**src/hw/rtl/sfb_pkg.sv**
```systemverilog
// shared types and constants of the stuffed frame builder
// no dependencies; imported by every module of the block
package sfb_pkg;

    // configuration register indexes
    localparam int unsigned CFG_INDEX_W   = 4;
    localparam logic [CFG_INDEX_W-1:0] REG_START_MARKER = 4'd0;
    localparam logic [CFG_INDEX_W-1:0] REG_END_MARKER   = 4'd1;
    localparam logic [CFG_INDEX_W-1:0] REG_ESCAPE_BYTE  = 4'd2;
    localparam logic [CFG_INDEX_W-1:0] REG_CHK_MODULUS  = 4'd3;
    localparam int unsigned CFG_DATA_W    = 9;

    // reset values of the registers
    localparam logic [7:0] RST_START_MARKER = 8'd2;
    localparam logic [7:0] RST_END_MARKER   = 8'd3;
    localparam logic [7:0] RST_ESCAPE_BYTE  = 8'd16;
    localparam logic [8:0] MAX_MODULUS      = 9'd256;

    // default depth of the command queue between front and back
    localparam int unsigned CMD_QUEUE_DEPTH = 2;

    // output byte slots of one command, in stream order
    localparam int unsigned NUM_SLOTS  = 7;
    localparam int unsigned SLOT_START = 0;
    localparam int unsigned SLOT_SEQ   = 1;
    localparam int unsigned SLOT_DESC  = 2;
    localparam int unsigned SLOT_DATA  = 3;
    localparam int unsigned SLOT_CESC  = 4;
    localparam int unsigned SLOT_CHK   = 5;
    localparam int unsigned SLOT_END   = 6;

    // live configuration
    typedef struct packed {
        logic [7:0] start_marker;
        logic [7:0] end_marker;
        logic [7:0] escape_byte;
        logic [8:0] modulus;      // effective modulus, 1..256
    } cfg_t;

    // one classified word handed from front to back
    typedef struct packed {
        logic       hdr;          // send start marker and sequence byte
        logic [7:0] seq;
        logic       has_data;     // send the stuffed data byte
        logic [7:0] data;
        logic       trl;          // send checksum and end marker
        logic [7:0] chk;
    } cmd_t;

endpackage

```
**src/hw/rtl/sfb_front.sv**
```systemverilog
// front end: accepts input words, keeps the running sum and builds commands
// depends on sfb_pkg
module sfb_front
    import sfb_pkg::*;
(
    input  logic       aclk,
    input  logic       aresetn,
    input  cfg_t       cfg,
    input  logic       in_valid,
    output logic       in_ready,
    input  logic       in_mode,
    input  logic [7:0] in_data,
    input  logic       in_first,
    input  logic       in_last,
    input  logic [7:0] in_seq,
    output logic       push_valid,
    input  logic       push_ready,
    output cmd_t       push_cmd
);

    // remainder unit: three bits of the dividend per cycle
    localparam int unsigned DIV_BITS     = 9;
    localparam int unsigned BITS_PER_CYC = 3;
    localparam int unsigned DIV_CYCLES   = DIV_BITS / BITS_PER_CYC;
    localparam int unsigned CNT_W        = $clog2(DIV_CYCLES);
    localparam logic [CNT_W-1:0] CNT_LAST = CNT_W'(DIV_CYCLES - 1);

    typedef enum logic [2:0] {
        FR_IDLE = 3'b001,
        FR_CALC = 3'b010,
        FR_PUSH = 3'b100
    } fr_state_t;

    fr_state_t           state_reg, state_next;
    logic [7:0]          sum_reg, sum_next;
    logic [DIV_BITS-1:0] dividend_reg, dividend_next;
    logic [7:0]          rem_reg, rem_next;
    logic [CNT_W-1:0]    cnt_reg, cnt_next;
    cmd_t                cmd_reg, cmd_next;
    logic [7:0]          rem_step;

    // one restoring step: shift in a bit, subtract the modulus if it fits
    function automatic logic [7:0] mod_step(input logic [7:0] r, input logic b,
                                            input logic [8:0] m);
        logic [8:0] r9;
        r9 = {r, b};
        if (r9 >= m) begin
            mod_step = 8'(r9 - m);
        end else begin
            mod_step = r9[7:0];
        end
    endfunction

    // three chained steps on the top bits of the dividend
    always_comb begin
        rem_step = rem_reg;
        for (int i = 0; i < BITS_PER_CYC; i++) begin
            rem_step = mod_step(rem_step, dividend_reg[DIV_BITS-1-i], cfg.modulus);
        end
    end

    assign in_ready   = (state_reg == FR_IDLE);
    assign push_valid = (state_reg == FR_PUSH);
    assign push_cmd   = cmd_reg;

    // control
    always_comb begin
        state_next    = state_reg;
        sum_next      = sum_reg;
        dividend_next = dividend_reg;
        rem_next      = rem_reg;
        cnt_next      = cnt_reg;
        cmd_next      = cmd_reg;
        unique case (state_reg)
            FR_IDLE: begin
                if (in_valid) begin
                    cmd_next.hdr      = in_mode | in_first;
                    cmd_next.seq      = in_seq;
                    cmd_next.has_data = ~in_mode;
                    cmd_next.data     = in_data;
                    cmd_next.trl      = in_mode | in_last;
                    cmd_next.chk      = 8'd0;
                    if (in_mode) begin
                        sum_next   = 8'd0;
                        state_next = FR_PUSH;
                    end else begin
                        dividend_next = (in_first ? 9'd0 : {1'b0, sum_reg})
                                        + {1'b0, in_data};
                        rem_next      = 8'd0;
                        cnt_next      = '0;
                        state_next    = FR_CALC;
                    end
                end
            end
            FR_CALC: begin
                rem_next      = rem_step;
                dividend_next = dividend_reg << BITS_PER_CYC;
                cnt_next      = cnt_reg + CNT_W'(1);
                if (cnt_reg == CNT_LAST) begin
                    cmd_next.chk = rem_step;
                    sum_next     = cmd_reg.trl ? 8'd0 : rem_step;
                    state_next   = FR_PUSH;
                end
            end
            FR_PUSH: begin
                if (push_ready) begin
                    state_next = FR_IDLE;
                end
            end
            default: state_next = FR_IDLE;
        endcase
    end

    always_ff @(posedge aclk) begin
        if (!aresetn) begin
            state_reg <= FR_IDLE;
            sum_reg   <= 8'd0;
        end else begin
            state_reg <= state_next;
            sum_reg   <= sum_next;
        end
        dividend_reg <= dividend_next;
        rem_reg      <= rem_next;
        cnt_reg      <= cnt_next;
        cmd_reg      <= cmd_next;
    end

    // partial remainder stays below the modulus throughout the division
    a_rem_below_mod: assert property (@(posedge aclk) disable iff (!aresetn)
        (state_reg == FR_CALC) |-> ({1'b0, rem_reg} < cfg.modulus))
        else $error("partial remainder not below modulus");

endmodule

```
**src/hw/rtl/sfb_cmd_queue.sv**
```systemverilog
// short register queue of commands between front and back
// depends on sfb_pkg
module sfb_cmd_queue
    import sfb_pkg::*;
#(
    parameter int unsigned DEPTH = CMD_QUEUE_DEPTH
) (
    input  logic aclk,
    input  logic aresetn,
    input  logic push_valid,
    output logic push_ready,
    input  cmd_t push_cmd,
    output logic pop_valid,
    input  logic pop,
    output cmd_t pop_cmd
);

    localparam int unsigned PTR_W = (DEPTH > 1) ? $clog2(DEPTH) : 1;
    localparam int unsigned CNT_W = $clog2(DEPTH + 1);
    localparam logic [PTR_W-1:0] PTR_LAST = PTR_W'(DEPTH - 1);
    localparam logic [CNT_W-1:0] CNT_FULL = CNT_W'(DEPTH);

    cmd_t             entry_reg [DEPTH];
    logic [PTR_W-1:0] wr_ptr_reg, wr_ptr_next;
    logic [PTR_W-1:0] rd_ptr_reg, rd_ptr_next;
    logic [CNT_W-1:0] count_reg, count_next;
    logic             do_push, do_pop;

    assign push_ready = (count_reg != CNT_FULL);
    assign pop_valid  = (count_reg != '0);
    assign pop_cmd    = entry_reg[rd_ptr_reg];
    assign do_push    = push_valid & push_ready;
    assign do_pop     = pop & pop_valid;

    // pointer and fill count update
    always_comb begin
        wr_ptr_next = wr_ptr_reg;
        rd_ptr_next = rd_ptr_reg;
        count_next  = count_reg;
        if (do_push) begin
            wr_ptr_next = (wr_ptr_reg == PTR_LAST) ? '0 : wr_ptr_reg + PTR_W'(1);
        end
        if (do_pop) begin
            rd_ptr_next = (rd_ptr_reg == PTR_LAST) ? '0 : rd_ptr_reg + PTR_W'(1);
        end
        if (do_push && !do_pop) begin
            count_next = count_reg + CNT_W'(1);
        end else if (do_pop && !do_push) begin
            count_next = count_reg - CNT_W'(1);
        end
    end

    always_ff @(posedge aclk) begin
        if (!aresetn) begin
            wr_ptr_reg <= '0;
            rd_ptr_reg <= '0;
            count_reg  <= '0;
        end else begin
            wr_ptr_reg <= wr_ptr_next;
            rd_ptr_reg <= rd_ptr_next;
            count_reg  <= count_next;
        end
        if (do_push) begin
            entry_reg[wr_ptr_reg] <= push_cmd;
        end
    end

    // fill count never passes the depth
    a_no_overflow: assert property (@(posedge aclk) disable iff (!aresetn)
        count_reg <= CNT_FULL)
        else $error("command queue overflow");

endmodule

```
**src/hw/rtl/sfb_back.sv**
```systemverilog
// back end: expands each command into framed bytes on a registered output
// depends on sfb_pkg
module sfb_back
    import sfb_pkg::*;
(
    input  logic       aclk,
    input  logic       aresetn,
    input  cfg_t       cfg,
    input  logic       cmd_valid,
    input  cmd_t       cmd,
    output logic       cmd_pop,
    output logic       out_valid,
    input  logic       out_ready,
    output logic [7:0] out_byte,
    output logic       out_frame_end,
    output logic       out_last
);

    logic                 active_reg, active_next;
    logic [NUM_SLOTS-1:0] remain_reg, remain_next;
    logic                 valid_reg, valid_next;
    logic [7:0]           byte_reg, byte_next;
    logic                 frame_end_reg, frame_end_next;
    logic                 last_reg, last_next;
    logic [NUM_SLOTS-1:0] slot_mask;
    logic [NUM_SLOTS-1:0] pick;
    logic [NUM_SLOTS-1:0] left;
    logic [7:0]           slot_byte [NUM_SLOTS];
    logic [7:0]           pick_byte;
    logic                 slot_free;

    function automatic logic is_special(input logic [7:0] b, input cfg_t c);
        is_special = (b == c.start_marker) || (b == c.end_marker) ||
                     (b == c.escape_byte);
    endfunction

    // which bytes this command sends
    always_comb begin
        slot_mask             = '0;
        slot_mask[SLOT_START] = cmd.hdr;
        slot_mask[SLOT_SEQ]   = cmd.hdr;
        slot_mask[SLOT_DESC]  = cmd.has_data & is_special(cmd.data, cfg);
        slot_mask[SLOT_DATA]  = cmd.has_data;
        slot_mask[SLOT_CESC]  = cmd.trl & is_special(cmd.chk, cfg);
        slot_mask[SLOT_CHK]   = cmd.trl;
        slot_mask[SLOT_END]   = cmd.trl;
    end

    // byte value of every slot
    always_comb begin
        slot_byte[SLOT_START] = cfg.start_marker;
        slot_byte[SLOT_SEQ]   = cmd.seq;
        slot_byte[SLOT_DESC]  = cfg.escape_byte;
        slot_byte[SLOT_DATA]  = cmd.data;
        slot_byte[SLOT_CESC]  = cfg.escape_byte;
        slot_byte[SLOT_CHK]   = cmd.chk;
        slot_byte[SLOT_END]   = cfg.end_marker;
    end

    // earliest outstanding slot
    assign pick = remain_reg & (~remain_reg + NUM_SLOTS'(1));
    assign left = remain_reg & ~pick;

    always_comb begin
        pick_byte = 8'd0;
        for (int i = 0; i < NUM_SLOTS; i++) begin
            if (pick[i]) begin
                pick_byte = pick_byte | slot_byte[i];
            end
        end
    end

    assign slot_free = ~valid_reg | out_ready;

    // sequencing of output words
    always_comb begin
        active_next    = active_reg;
        remain_next    = remain_reg;
        valid_next     = valid_reg & ~out_ready;
        byte_next      = byte_reg;
        frame_end_next = frame_end_reg;
        last_next      = last_reg;
        cmd_pop        = 1'b0;
        if (!active_reg) begin
            if (cmd_valid) begin
                active_next = 1'b1;
                remain_next = slot_mask;
            end
        end else if (slot_free) begin
            valid_next     = 1'b1;
            byte_next      = pick_byte;
            frame_end_next = pick[SLOT_END];
            last_next      = (left == '0);
            remain_next    = left;
            if (left == '0) begin
                cmd_pop     = 1'b1;
                active_next = 1'b0;
            end
        end
    end

    always_ff @(posedge aclk) begin
        if (!aresetn) begin
            active_reg <= 1'b0;
            remain_reg <= '0;
            valid_reg  <= 1'b0;
        end else begin
            active_reg <= active_next;
            remain_reg <= remain_next;
            valid_reg  <= valid_next;
        end
        byte_reg      <= byte_next;
        frame_end_reg <= frame_end_next;
        last_reg      <= last_next;
    end

    assign out_valid     = valid_reg;
    assign out_byte      = byte_reg;
    assign out_frame_end = frame_end_reg;
    assign out_last      = last_reg;

    // a loaded command always has bytes left and stays at the queue head
    a_active_has_work: assert property (@(posedge aclk) disable iff (!aresetn)
        active_reg |-> (remain_reg != '0) && cmd_valid)
        else $error("active command with nothing left to send");

    // the end marker word always closes its command
    a_end_is_last: assert property (@(posedge aclk) disable iff (!aresetn)
        (valid_reg && frame_end_reg) |-> last_reg)
        else $error("end marker not on last word of command");

endmodule

```
**src/hw/rtl/stuffed_frame_builder.sv**
```systemverilog
// top level of the stuffed frame builder: ports, configuration registers
// depends on sfb_pkg, sfb_front, sfb_cmd_queue, sfb_back
// Byte-stuffing framer with an additive checksum. Each input word carries one
// data byte (or, in mode 1, an empty block) and yields 1 to 7 output words:
// start marker and sequence byte when a block opens, the data byte with an
// escape in front when it matches a marker or the escape value, and the
// checksum (escaped likewise) plus end marker when the block closes; tlast on
// the output marks the final word of each input word. The front takes a word,
// runs a data word through the bit-serial remainder unit for the checksum
// modulus and then pushes its command into the queue; an empty block goes
// straight to the push. The back loads a command and then sends one output
// byte per cycle unless the output stalls, so the slower side sets the rate.
// A short command queue lets the front run ahead while the back drains.
// Configuration writes are always accepted and must only be issued while idle.
module stuffed_frame_builder
    import sfb_pkg::*;
#(
    parameter int unsigned QUEUE_DEPTH = CMD_QUEUE_DEPTH
) (
    input  logic                   aclk,
    input  logic                   aresetn,
    // configuration write channel
    input  logic                   cfg_valid,
    output logic                   cfg_ready,
    input  logic [CFG_INDEX_W-1:0] cfg_index,
    input  logic [CFG_DATA_W-1:0]  cfg_data,
    // input words
    input  logic                   s_tvalid,
    output logic                   s_tready,
    input  logic [15:0]            s_tdata,   // data_byte[7:0], sequence_number[15:8]
    input  logic [1:0]             s_tuser,   // mode[0], first_of_block[1]
    input  logic                   s_tlast,   // last_of_block
    // framed output words
    output logic                   m_tvalid,
    input  logic                   m_tready,
    output logic [7:0]             m_tdata,   // out_byte[7:0]
    output logic                   m_tuser,   // frame_end[0]
    output logic                   m_tlast    // run_last
);

    cfg_t cfg_reg, cfg_next;
    logic push_valid, push_ready;
    cmd_t push_cmd;
    logic pop_valid, pop;
    cmd_t pop_cmd;

    assign cfg_ready = 1'b1;

    // register writes; an out of range modulus acts as the maximum
    always_comb begin
        cfg_next = cfg_reg;
        if (cfg_valid) begin
            unique case (cfg_index)
                REG_START_MARKER: cfg_next.start_marker = cfg_data[7:0];
                REG_END_MARKER:   cfg_next.end_marker   = cfg_data[7:0];
                REG_ESCAPE_BYTE:  cfg_next.escape_byte  = cfg_data[7:0];
                REG_CHK_MODULUS: begin
                    if (cfg_data == '0 || cfg_data > MAX_MODULUS) begin
                        cfg_next.modulus = MAX_MODULUS;
                    end else begin
                        cfg_next.modulus = cfg_data;
                    end
                end
                default: cfg_next = cfg_reg;
            endcase
        end
    end

    always_ff @(posedge aclk) begin
        if (!aresetn) begin
            cfg_reg.start_marker <= RST_START_MARKER;
            cfg_reg.end_marker   <= RST_END_MARKER;
            cfg_reg.escape_byte  <= RST_ESCAPE_BYTE;
            cfg_reg.modulus      <= MAX_MODULUS;
        end else begin
            cfg_reg <= cfg_next;
        end
    end

    sfb_front u_front (
        .aclk       (aclk),
        .aresetn    (aresetn),
        .cfg        (cfg_reg),
        .in_valid   (s_tvalid),
        .in_ready   (s_tready),
        .in_mode    (s_tuser[0]),
        .in_data    (s_tdata[7:0]),
        .in_first   (s_tuser[1]),
        .in_last    (s_tlast),
        .in_seq     (s_tdata[15:8]),
        .push_valid (push_valid),
        .push_ready (push_ready),
        .push_cmd   (push_cmd)
    );

    sfb_cmd_queue #(
        .DEPTH (QUEUE_DEPTH)
    ) u_queue (
        .aclk       (aclk),
        .aresetn    (aresetn),
        .push_valid (push_valid),
        .push_ready (push_ready),
        .push_cmd   (push_cmd),
        .pop_valid  (pop_valid),
        .pop        (pop),
        .pop_cmd    (pop_cmd)
    );

    sfb_back u_back (
        .aclk          (aclk),
        .aresetn       (aresetn),
        .cfg           (cfg_reg),
        .cmd_valid     (pop_valid),
        .cmd           (pop_cmd),
        .cmd_pop       (pop),
        .out_valid     (m_tvalid),
        .out_ready     (m_tready),
        .out_byte      (m_tdata),
        .out_frame_end (m_tuser),
        .out_last      (m_tlast)
    );

endmodule

```
**config.mk**
```make
export PLATFORM = sky130hd
export DESIGN_NAME = stuffed_frame_builder
export DESIGN_NICKNAME = d
export VERILOG_FILES = /design/src/hw/rtl/sfb_pkg.sv /design/src/hw/rtl/sfb_front.sv /design/src/hw/rtl/sfb_cmd_queue.sv /design/src/hw/rtl/sfb_back.sv /design/src/hw/rtl/stuffed_frame_builder.sv
export SDC_FILE = /design/constraint.sdc
export NUM_CORES = 1
export LEC_CHECK = 0
export ABC_AREA = 1
export BUFFER_PORTS_ARGS = -buffer_cell sky130_fd_sc_hd__buf_2
export CAP_MARGIN = 5
export CORE_AREA = 2 2 125 127
export DETAILED_ROUTE_END_ITERATION = 12
export DIE_AREA = 0 0 127 129
export PLACE_DENSITY = 0.79
export SYNTH_ARGS = -nofsm -noshare
export SYNTH_HDL_FRONTEND = slang
export SYNTH_SLANG_ARGS = --single-unit
```
**constraint.sdc**
```tcl
create_clock -name aclk -period 7.9 [get_ports aclk]
set_input_delay 0.395 -clock aclk [delete_from_list [all_inputs] [get_ports aclk]]
set_output_delay 0.395 -clock aclk [all_outputs]
set_load 0.01 [all_outputs]
```
# Word-level counts from Yosys, hierarchy flattened
# Memories as Yosys holds them, arrays and structs flattened. A register that Yosys moved wholly into a read port is not among the register bits.
# Index checks and enable logic that the tools add are counted.
# W data, S select, Z words.
# op_classes
n_div	0
muxes	54
n_eq_ne	20
mul	0
n_bitwise	21
add_sub_neg	10
order_cmp	4
shift	0
reduce_logical	27
# ops
operator	count
$mux W8	19
$eq A8 B8 Y1	6
$or A8 B8 Y8	6
$pmux W8 S2	3
$ge A9 B9 Y1	3
$mux W9	3
$sub A8 B8 Y8	3
$mux W7	3
$pmux W9 S2	1
$mux W1	15
$and A7 B7 Y7	2
$not A7 Y7	2
$reduce_and A2 Y1	7
$mux W3	4
$ne A2 B2 Y1 const B	5
$add A8 B8 Y9	1
$gt A9 B9 Y1 const B	1
$logic_not A9 Y1	1
$pmux W3 S3	1
$reduce_and A3 Y1	3
$eq A4 B2 Y1 const B	2
$mux W2	4
$reduce_bool A2 Y1	4
$add A7 B1 Y7 const B	1
19 further kinds	36
# totals
romBits	0
input_bits	37
register_bits	113
wordCells	161
out_inout_bits	13
mem_count	1
latch_bits	0
ramBits	54
# mem_list
name	words	word_bits	read_ports	rd_clocked_by_memory_dff	write_ports	line	rtl
u_queue.entry_reg	2	27	1	1	1	sfb_cmd_queue.sv:23	cmd_t entry_reg [DEPTH];

# Depth between registers and ports, before layout
# logic_depth
depth_word	16
ltp_mapped	35
mapped_depth_nobuf	35

# By module
# From an unflattened synthesis, not the netlist that was laid out.
# hier_totals
cells_unflattened	1139
hier_area_um2	9723.1
# by_module_without_submodules
mod	n_inst	cells_per_inst	area_each_um2	seq_area_each_um2
sfb_front	1	480	3987.6	1601.5
sfb_cmd_queue	1	121	2292.2	1721.7
sfb_back	1	306	1855.5	480.5
stuffed_frame_builder	1	232	1587.8	660.6

# Least setup slack after synthesis
# Ideal clock, no wire load.
# synth_path
kind	reg2reg
start	reg u_front.dividend_reg[8]
end	reg u_front.cmd_reg (netlist bit u_front.push_cmd[2]), data pin
synth_period_minus_slack_ns	4.311
path_slack_ns	3.589
path_stages_with_launch	34
setup_time_ns	0.252
t_arrival_ns	4.059
n_path_buf	0
required_time_ns	7.648
path_cell_list	edfxtp_1 > inv_1 > ha_1 > inv_1 > fa_1 > nand3_1 > nand2_1 > nand2_1 > nand2_1 > a21oi_1 > xor2_1 > nand2_1 > o21ai_0 > inv_1 > ha_1 > nand2_1 > inv_1 > a21oi_1 > nand3_1 > nor2_2 > inv_2 > nand2_1 > nand2_1 > ha_1 > a21oi_1 > o21ai_2 > nand2_1 > nand2_1 > nand2_1 > nand2_4 > inv_4 > nand3_1 > nand2_1 > inv_1
# synth_rtl
element	line	rtl
from (decl)	sfb_front.sv:36	logic [DIV_BITS-1:0] dividend_reg, dividend_next;
from (signal assigned)	sfb_front.sv:122	dividend_reg <= dividend_next;
to (signal assigned)	sfb_front.sv:125	cmd_reg <= cmd_next;
to (decl)	sfb_front.sv:39	cmd_t cmd_reg, cmd_next;

# Worst setup path after layout
# layout_path
start	reg u_front.dividend_reg[8]
end	reg u_front.sum_reg[7]
# layout_between
elab_chain_len	9
elab_cells_between_ends	12
classes_between	3 x add/sub; 3 x order compare; 6 x mux
# layout_rtl
element	line	rtl
$sub A8 B8 Y8 or $ge A9 B9 Y1 (tied branches)	sfb_front.sv:48, sfb_front.sv:47	
$mux W8 (*)	sfb_front.sv:47	if (r9 >= m) begin
$sub A8 B8 Y8 or $ge A9 B9 Y1 (tied branches)	sfb_front.sv:48, sfb_front.sv:47	
$mux W8 (*)	sfb_front.sv:47	
$sub A8 B8 Y8 or $ge A9 B9 Y1 (tied branches)	sfb_front.sv:48, sfb_front.sv:47	
$mux W8 (*)	sfb_front.sv:47	
$mux W8 (*)	sfb_front.sv:101	sum_next = cmd_reg.trl ? 8'd0 : rem_step;
$mux W8 (*)	sfb_front.sv:99	if (cnt_reg == CNT_LAST) begin
$pmux W8 S2 (*)	sfb_front.sv:74	unique case (state_reg)
to (signal assigned)	sfb_front.sv:120	sum_reg <= sum_next;
to (decl)	sfb_front.sv:35	logic [7:0] sum_reg, sum_next;
# Mark *: on every way between the ends. The rest lies on a longest branch, timed or not. The select of a mux whose other input is x is not followed.
# A chain may end at the register's enable or synchronous reset.

==> impl_results.md <==
- Clock sinks: 168
- Vias in the first global route: 6979
- Primary FF master, synth: edfxtp_1
- CTS tree: built
- Initial Util: 0.604
- Final hold violations: 0
- Hpwl dp: ~16000 um
- Synth cell types: 50
- Placement Rows: 45
- Most used cell, CP: nand2_1
- Syn Nets: ~1100
- Core Region: 15000 um^2
- Max_cap viols: 0
- CP Data Arrival Time: roughly 5.4 ns
- DR WL/cell: between 15 and 20 um
- Area Overhead vs Synth: 11.5%
- Yosys reg bits: ~170
- Vias: 7271
- Worst-Margin Slew: approximately 1.2 ns
- Mean Syn Cell Area: ~8.7 um^2
- # H-tree levels: 4
- First-pass GRT wire length: approximately 34000 um
- Total clock buffers created by CTS: 17
- Largest net degree at the start of global routing: 33
- Async S/R FF share, synth: 0
- Synthesized area: 9040 um^2
- Share of layout cells above drive strength 1: 0.111
- CTS max path bufs: 2
- Die Area: 16400 um^2
- CTS Hold Bufs: 0
- I/O Buffers: 48
- Synth warnings: 0
- Largest cells by area after synthesis: edfxtp_1, dfxtp_1, nand2_1
- Setup Fix Bufs, Post-CTS: 0
- GR Util All Layers: 0.272
- Area leader, netlist: edfxtp_1
- Minimum clock period: 5.01 ns
- Crit. End Element: flop
- Critical Setup Path Class: reg2reg
- Ant. Diodes: 0
- Final Wtd Congestion: 0.955
- Mapped Cells: roughly 1000
- Sum Neg Setup Slack: 0 ns
- RSZ-0062 raised after global routing: false
- Fin nets: about 1200
- Max reg flops: 54
- Vias per std cell: about 5.6
- Final Cycle Share: 0.634
- Final ANT Viol Nets: 0
- CP max stage cell: fa_1
- HP Class: in2reg
- Startpoint types: flop
- Non-Filler Instances: 1288
- Fin. max-slew vios: 0
- CTS root buf: clkbuf_16
- Largest fanout on the critical path: 9
- Max Fclk: approximately 0.20 GHz
- Placed Instances: between 1000 and 1500
- Register area share after synthesis: 0.494
- Die W: approximately 130 um
- Initial antenna violation count: 0
- Min Hold Slack: approximately 0.14 ns
- Die span in y: between 100 and 150 um
- Clock Latency Late Sink: approximately 0.43 ns
- Relative slew slack: 0.209
- Total grt overflow: 0
- I/O pin count: 50
- 1st-iter DRT viols: around 760
- Final Setup Violations: 0
- Total power: 4300 uW
- Clock slew at reported path FFs: 0.06 ns
- Wirelength, routed: around 21000 um
- Post-synth top area share: 0.365
- # resized after CTS: 0
- CP peak stage delay: ~0.4 ns
- Leakage dissipation: between 0.004 and 0.005 uW
- Pwr/cell area: ~430 nW/um^2
- Status: finished clean
- DR DRC count: 0
- Worst Path Required: around 8.3 ns
- Router iterations before antenna repair: 5
- Peak supply drop: 0.689 mV
- Post-synth EDFFs: 110
- Final Skew: just over 0.01 ns
==> report_power, final <==
| part | total [uW] | switching, uW | internal, uW | leakage, uW |
|---|---|---|---|---|
| logic | 2190 | 1450 | 742 | 0.00250 |
| registers | 1240 | 91.8 | 1150 | 0.00149 |
| clock network | 871 | 333 | 538 | 0.000298 |
| total | 4300 | 1870 | 2430 | 0.00428 |
==> cell families after synthesis <==
group                    synth area share
buffers and inverters              0.0750
other                            0.000415
adder cells (fa/ha/maj)            0.0614
XOR/XNOR                           0.0562
AO/OA/AOI/OAI                       0.121
flip-flops                          0.494
AND/OR/NAND/NOR                     0.192
==> stage by stage <==
stage | instance area, um^2 | utilization | worst slack, ns
3_5_place_dp | 9460 | 0.631 | 2.97
2_1_floorplan | 9040 | - | 3.59
5_1_grt | 10100 | 0.673 | 2.45
4_1_cts | 10100 | 0.673 | 2.95
3_3_place_gp | 9460 | 0.631 | 3.07
6_report | 10100 | 0.673 | 2.89
==> worst max-delay path: cells and delay by family (launching register included) <==
kind            cells  cell delay (ns)
compound gates      7             1.17
xor+xnor            1             0.16
fa+ha+maj           4             1.25
buf+inv             5             0.44
flops               1             0.38
simple gates       15             1.53
==> cell type report <==
| type | count | area, um^2 |
|---|---|---|
| Clock buffer | 21 | 450 |
| Fill cell | 1190 | 4900 |
| Multi-Input combinational cell | 695 | 3910 |
| Tap cell | 188 | 235 |
| Clock inverter | 11 | 171 |
| Inverter | 152 | 573 |
| Sequential cell | 168 | 4460 |
| Timing Repair Buffer | 53 | 278 |
==> synth_stat cells (all sizes together) (13+ instances only) <==
master,instances
nand2,222
nor3,14
xor2,52
inv,150
a31oi,15
clkbuf,13
nor2,76
nand3,58
ha,38
edfxtp,110
a21oi,83
dfxtp,58
o21ai,75
==> final timing paths <==
path / start / end / slack, ns / depth (start not counted)
min: s_tdata[13] / u_front.push_cmd[23] / 0.14 / 1
max: u_front.dividend_reg[8] / u_front.sum_reg[7] / 2.89 / 32
max reg2reg: u_front.dividend_reg[8] / u_front.sum_reg[7] / 2.89 / 32
min reg2reg: u_front.push_cmd[10] / u_queue.entry_reg[0][10] / 0.45 / 0
==> layout by cell type (no fill, tap or decap), types with 3 or more instances in the layout <==
cell,instances
xnor2_1,6
dfxtp_1,58
buf_2,48
edfxtp_1,110
a31oi_1,15
o21ai_0,57
nand2_1,219
nor3_1,13
fa_1,4
nor2_1,69
a21oi_1,82
xor2_1,52
o221ai_1,6
nor2_2,6
o211ai_1,3
bufinv_16,4
o21ai_1,13
inv_2,10
or2_2,7
o21ai_2,5
inv_1,139
nand3_1,56
ha_1,38
a211oi_1,7
clkbuf_16,17
clkbuf_1,3
nand4_1,10
buf_4,5
==> per-layer routing <==
metal / track usage / wire, um / part of all wire
met1: 0.340 / 8880 / 0.42
met2: 0.463 / 10200 / 0.48
met3: 0.0511 / 1210 / 0.057
met4: 0.126 / 861 / 0.041
met5: 0 / 0 / 0
Note: power is estimated with default switching activity, not from simulation.
